<file path="config.mk">
export PLATFORM = sky130hd
export DESIGN_NAME = tcc_queue
export DESIGN_NICKNAME = d
export VERILOG_FILES = /design/src/hdl/tcc_pkg.sv /design/src/hdl/tcc_queue.sv
export SDC_FILE = /design/constraint.sdc
export NUM_CORES = 1
export LEC_CHECK = 0
export BUFFER_PORTS_ARGS = -buffer_cell sky130_fd_sc_hd__buf_4
export CAP_MARGIN = 20
export CORE_UTILIZATION = 51
export DETAILED_ROUTE_END_ITERATION = 8
export GPL_TIMING_DRIVEN = 0
export PLACE_DENSITY = 0.75
export SLEW_MARGIN = 20
export SYNTH_ARGS = -nofsm -noshare
export SYNTH_HDL_FRONTEND = slang
export SYNTH_SLANG_ARGS = --single-unit
</file>
<file path="constraint.sdc">
create_clock -name clk_i -period 4.6 [get_ports clk_i]
set_input_delay 0.69 -clock clk_i [delete_from_list [all_inputs] [get_ports clk_i]]
set_output_delay 0.69 -clock clk_i [all_outputs]
set_load 0.05 [all_outputs]
</file>
<file path="src/hdl/tcc_pkg.sv">
package tcc_pkg;

  localparam int CoordW     = 16;
  localparam int SqW        = 2 * CoordW + 1;
  localparam int DiffW      = CoordW + 1;
  localparam int ProdW      = SqW + DiffW;
  localparam int DetProdW   = CoordW + DiffW;
  localparam int NumW       = ProdW + 2;
  localparam int DetW       = DetProdW + 2;
  localparam int DenW       = DetW + 1;
  localparam int ResW       = 32;
  localparam int QueueDepth = 4;
  localparam int QueueAw    = $clog2(QueueDepth);

  typedef struct packed {
    logic signed [CoordW-1:0] ax;
    logic signed [CoordW-1:0] ay;
    logic signed [CoordW-1:0] bx;
    logic signed [CoordW-1:0] by_coord;
    logic signed [CoordW-1:0] cx_in;
    logic signed [CoordW-1:0] cy_in;
  } in_t;

  typedef struct packed {
    logic signed [ResW-1:0] center_x;
    logic signed [ResW-1:0] center_y;
    logic                   degenerate;
    logic                   saturated;
  } out_t;

  typedef struct packed {
    logic signed [NumW-1:0] nx;
    logic signed [NumW-1:0] ny;
    logic signed [DetW-1:0] det;
    logic                   degenerate;
  } work_t;

endpackage

</file>
<file path="src/hdl/tcc_queue.sv">
module tcc_queue (
  input  logic           clk_i,
  input  logic           rst_ni,
  input  logic           push_i,
  input  tcc_pkg::work_t push_data_i,
  output logic           full_o,
  input  logic           pop_i,
  output logic           empty_o,
  output tcc_pkg::work_t pop_data_o
);

  tcc_pkg::work_t mem_q [tcc_pkg::QueueDepth];
  logic [tcc_pkg::QueueAw-1:0] wr_q, rd_q;
  logic [tcc_pkg::QueueAw:0]   cnt_q;

  assign full_o     = (cnt_q == (tcc_pkg::QueueAw+1)'(tcc_pkg::QueueDepth));
  assign empty_o    = (cnt_q == '0);
  assign pop_data_o = mem_q[rd_q];

  always_ff @(posedge clk_i or negedge rst_ni) begin
    if (!rst_ni) begin
      wr_q  <= '0;
      rd_q  <= '0;
      cnt_q <= '0;
    end else begin
      if (push_i) begin
        wr_q <= wr_q + 1'b1;
      end
      if (pop_i) begin
        rd_q <= rd_q + 1'b1;
      end
      if (push_i && !pop_i) begin
        cnt_q <= cnt_q + 1'b1;
      end else if (pop_i && !push_i) begin
        cnt_q <= cnt_q - 1'b1;
      end
    end
  end

  always_ff @(posedge clk_i) begin
    if (push_i) begin
      mem_q[wr_q] <= push_data_i;
    end
  end

endmodule

</file>
==> results.tsv <==
stage	metric	value	unit
finish	multi_input_area	3360	um^2
power_and_ir_drop	powerDensity	744	nW/um^2
sta	finalSetupTns	0	ns
detailed_routing	drc	0	
setup_path	endpoint	pop_data_o[95]	
finish	final.fill_count	2602	
logic_synthesis	synth_top_area_frac	0.817	
floorplan	die_h	203	um
finish	antennaDiodeCount	0	
setup_path	critPathMostFrequentCell	buf_2	
detailed_routing	wl	39000	um
finish	final_cells	1686	
setup_path	crit_buf_inv	4	
power_and_ir_drop	leakage	8.64	nW
setup_path	crit_path_cell_trace	buf_2 -> buf_2 -> buf_2 -> mux4_2 -> buf_4	
finish	nets	1271	
logic_synthesis	syn_area_per_cell	26.9	um^2
setup_path	crit_type	register to output port	
global_routing	grt_max_degree	44	
logic_synthesis	synth_cells	766	
placement	dp_hpwl	24200	um
floorplan	die_width	203	um
placement	port_buffers	285	
cts	clock_path_buffers	3	
setup_path	cp_top_family	buffers and inverters	
detailed_routing	antenna_left	0	
finish	syn2layout_area_growth	22.9	%
logic_synthesis	yosys.area.top_type	edfxtp_1	
detailed_routing	first_pass_iters	4	
logic_synthesis	yosysSeqAreaShare	0.826	
cts	cts_setup_buffers	0	
detailed_routing	num_vias	9251	
finish	final_common_cell	edfxtp_1	
global_routing	grt_pass1_vias	9770	
cts	numCtsBuffers	55	
setup_path	cp.required	3.91	ns
cts	cts_max_level	2	
finish	drive_gt1_frac	0.465	
setup_path	r2r.worst_path.cells	5	
sta	maxSlewViolCount	0	
sta	whs	0.289	ns
setup_path	cp_num_cells	5	
cts	clk_pin_slew	0.07	ns
global_routing	track_usage	0.192	
logic_synthesis	ys_ff_latch	567	
run_status	status	completed	
global_routing	grt-ovfl-total	0	
cts	cts-root-buf	clkbuf_16	
sta	worst_clock_skew	0.0170	ns
logic_synthesis	syn-cell-area	20600	um^2
power_and_ir_drop	peakVddDrop	0.617	mV
setup_path	cp-startpoint	rd_q[1]	
setup_path	r2r_slack	2.41	ns
cts	cts_tree	built	
placement	pre_cts_ws	2.05	ns
logic_synthesis	synth.distinct_cells	18	
finish	final_cell_mix	560 x edfxtp_1, 285 x buf_4, 140 x mux4_2	
cts	clock_latency	0.60	ns
sta	min_period_over_period	0.669	
floorplan	initial_core_util	0.518	
global_routing	antenna_found_initial	1	
setup_path	cp-start-kind	register	
logic_synthesis	syn_nets	916	
sta	finalWorstSetupSlack	1.52	ns
sta	rsz0062_at_grt	false	
floorplan	rows	73	
cts	clock-sinks	567	
sta	worst-slew-pin-transition	0.805	ns
setup_path	worstReg2RegEnd	mem_q[0][38]	
logic_synthesis	synthTopCellsByArea	edfxtp_1 82%, mux4_2 15%, dfrtp_1 0.85%	
detailed_routing	wl_per_cell	23.1	um
floorplan	dieArea	41200	um^2
sta	relSlewSlack	0.463	
setup_path	cp-end-kind	output port	
setup_path	r2r_start	wr_q[0]	
logic_synthesis	yosysWarnings	0	
floorplan	ioPinCount	286	
finish	fin_area	25300	um^2
setup_path	slowest_delay	0.37	ns
placement	placedCellCount	1588	
detailed_routing	viasPerCell	5.49	
detailed_routing	drt_iter0_markers	571	
sta	hold_violations	0	
floorplan	coreArea	39700	um^2
setup_path	path_max_fanout	10	
run	drv_cap	0	
setup_path	cp.arrival	2.39	ns
min_path	min_path_type	input port to register	
global_routing	grt_pass1_wl	58100	um
power_and_ir_drop	p_total	18.8	mW
sta	setup_viol	0	
setup_path	cp_slowest_cell	mux4_2	
finish	final_util	0.637	
sta	min_period	3.08	ns
placement	place_area	23700	um^2
sta	clock.fmax	325	MHz
placement	gp_congestion	0.716	
finish	seq_area	17000	um^2
[state kept, by name, indices dropped and copies added, names as in the netlist]
name,cells
rd_q,2
wr_q,2
cnt_q,3
mem_q,560
[kinds of logic (layout without fill, tap and decap cells)]
family	count (synthesis)	in the layout	synth area share
AO/OA/AOI/OAI	1	1	0.000243
buffers and inverters	36	431	0.0112
multiplexers	141	141	0.154
XOR/XNOR	6	6	0.00255
AND/OR/NAND/NOR	9	9	0.00237
flip-flops	567	567	0.826
adder cells (fa/ha/maj)	6	6	0.00401
[layer usage]
metal | global-route usage | vias up | part of all wire
met5 | 0 | - | 0.00033
met4 | 0.0682 | 2 | 0.023
met3 | 0.0453 | 65 | 0.065
met2 | 0.314 | 263 | 0.51
met1 | 0.254 | 4891 | 0.40
li1 | - | 4030 | -
[Yosys cell counts]
cell type	number
nand2_1	2
nor3b_1	1
nor3_1	1
dfrtp_1	7
xor2_1	4
and2_1	4
clkbuf_1	5
ha_1	5
nor2_1	1
xnor2_1	2
inv_1	4
mux2_2	1
fa_1	1
mux4_2	140
edfxtp_1	560
buf_6	10
o21ai_0	1
buf_2	17
[repair_timing]
item,in CTS,in global routing
hold endpoints to repair,7,0
resized for setup,0,0
hold buffers,1,0
[cell type report]
type                            instances  share of cell area
Inverter                                4            0.000594
Buffer                                 32             0.00856
Clock buffer                           71              0.0568
Clock inverter                         26             0.00777
Tap cell                              525              0.0260
Timing Repair Buffer                  298              0.0957
Multi-Input combinational cell        163               0.133
Sequential cell                       567               0.672
[worst min-delay path by stage]
stage | start | endpoint | depth (start not counted)
final | push_data_i[122] | mem_q[0][122] | 1
after global routing | push_data_i[35] | mem_q[3][35] | 1
after CTS | push_data_i[12] | mem_q[3][12] | 1
after floorplan | rst_ni | cnt_q[0] | 0
after detailed placement | cnt_q[2] | cnt_q[2] | 1
after global placement | cnt_q[2] | cnt_q[2] | 1
[power breakdown]
| part | total [mW] | leakage, nW | switching, mW | internal [mW] |
|---|---|---|---|---|
| clock | 4.11 | 0.783 | 1.80 | 2.31 |
| sequential | 6.94 | 5.23 | 0.197 | 6.74 |
| combinational | 7.78 | 2.63 | 5.11 | 2.67 |
| total | 18.8 | 8.64 | 7.10 | 11.7 |
[worst reg2reg max path: cells and delay by family (launching register included)]
family	cells	cell delay (ns)
flip-flops	1	0.42
AND/OR/NAND/NOR	1	0.57
adder cells (fa/ha/maj)	1	0.14
buffers and inverters	3	0.68
(Power assumes the default switching activity.)
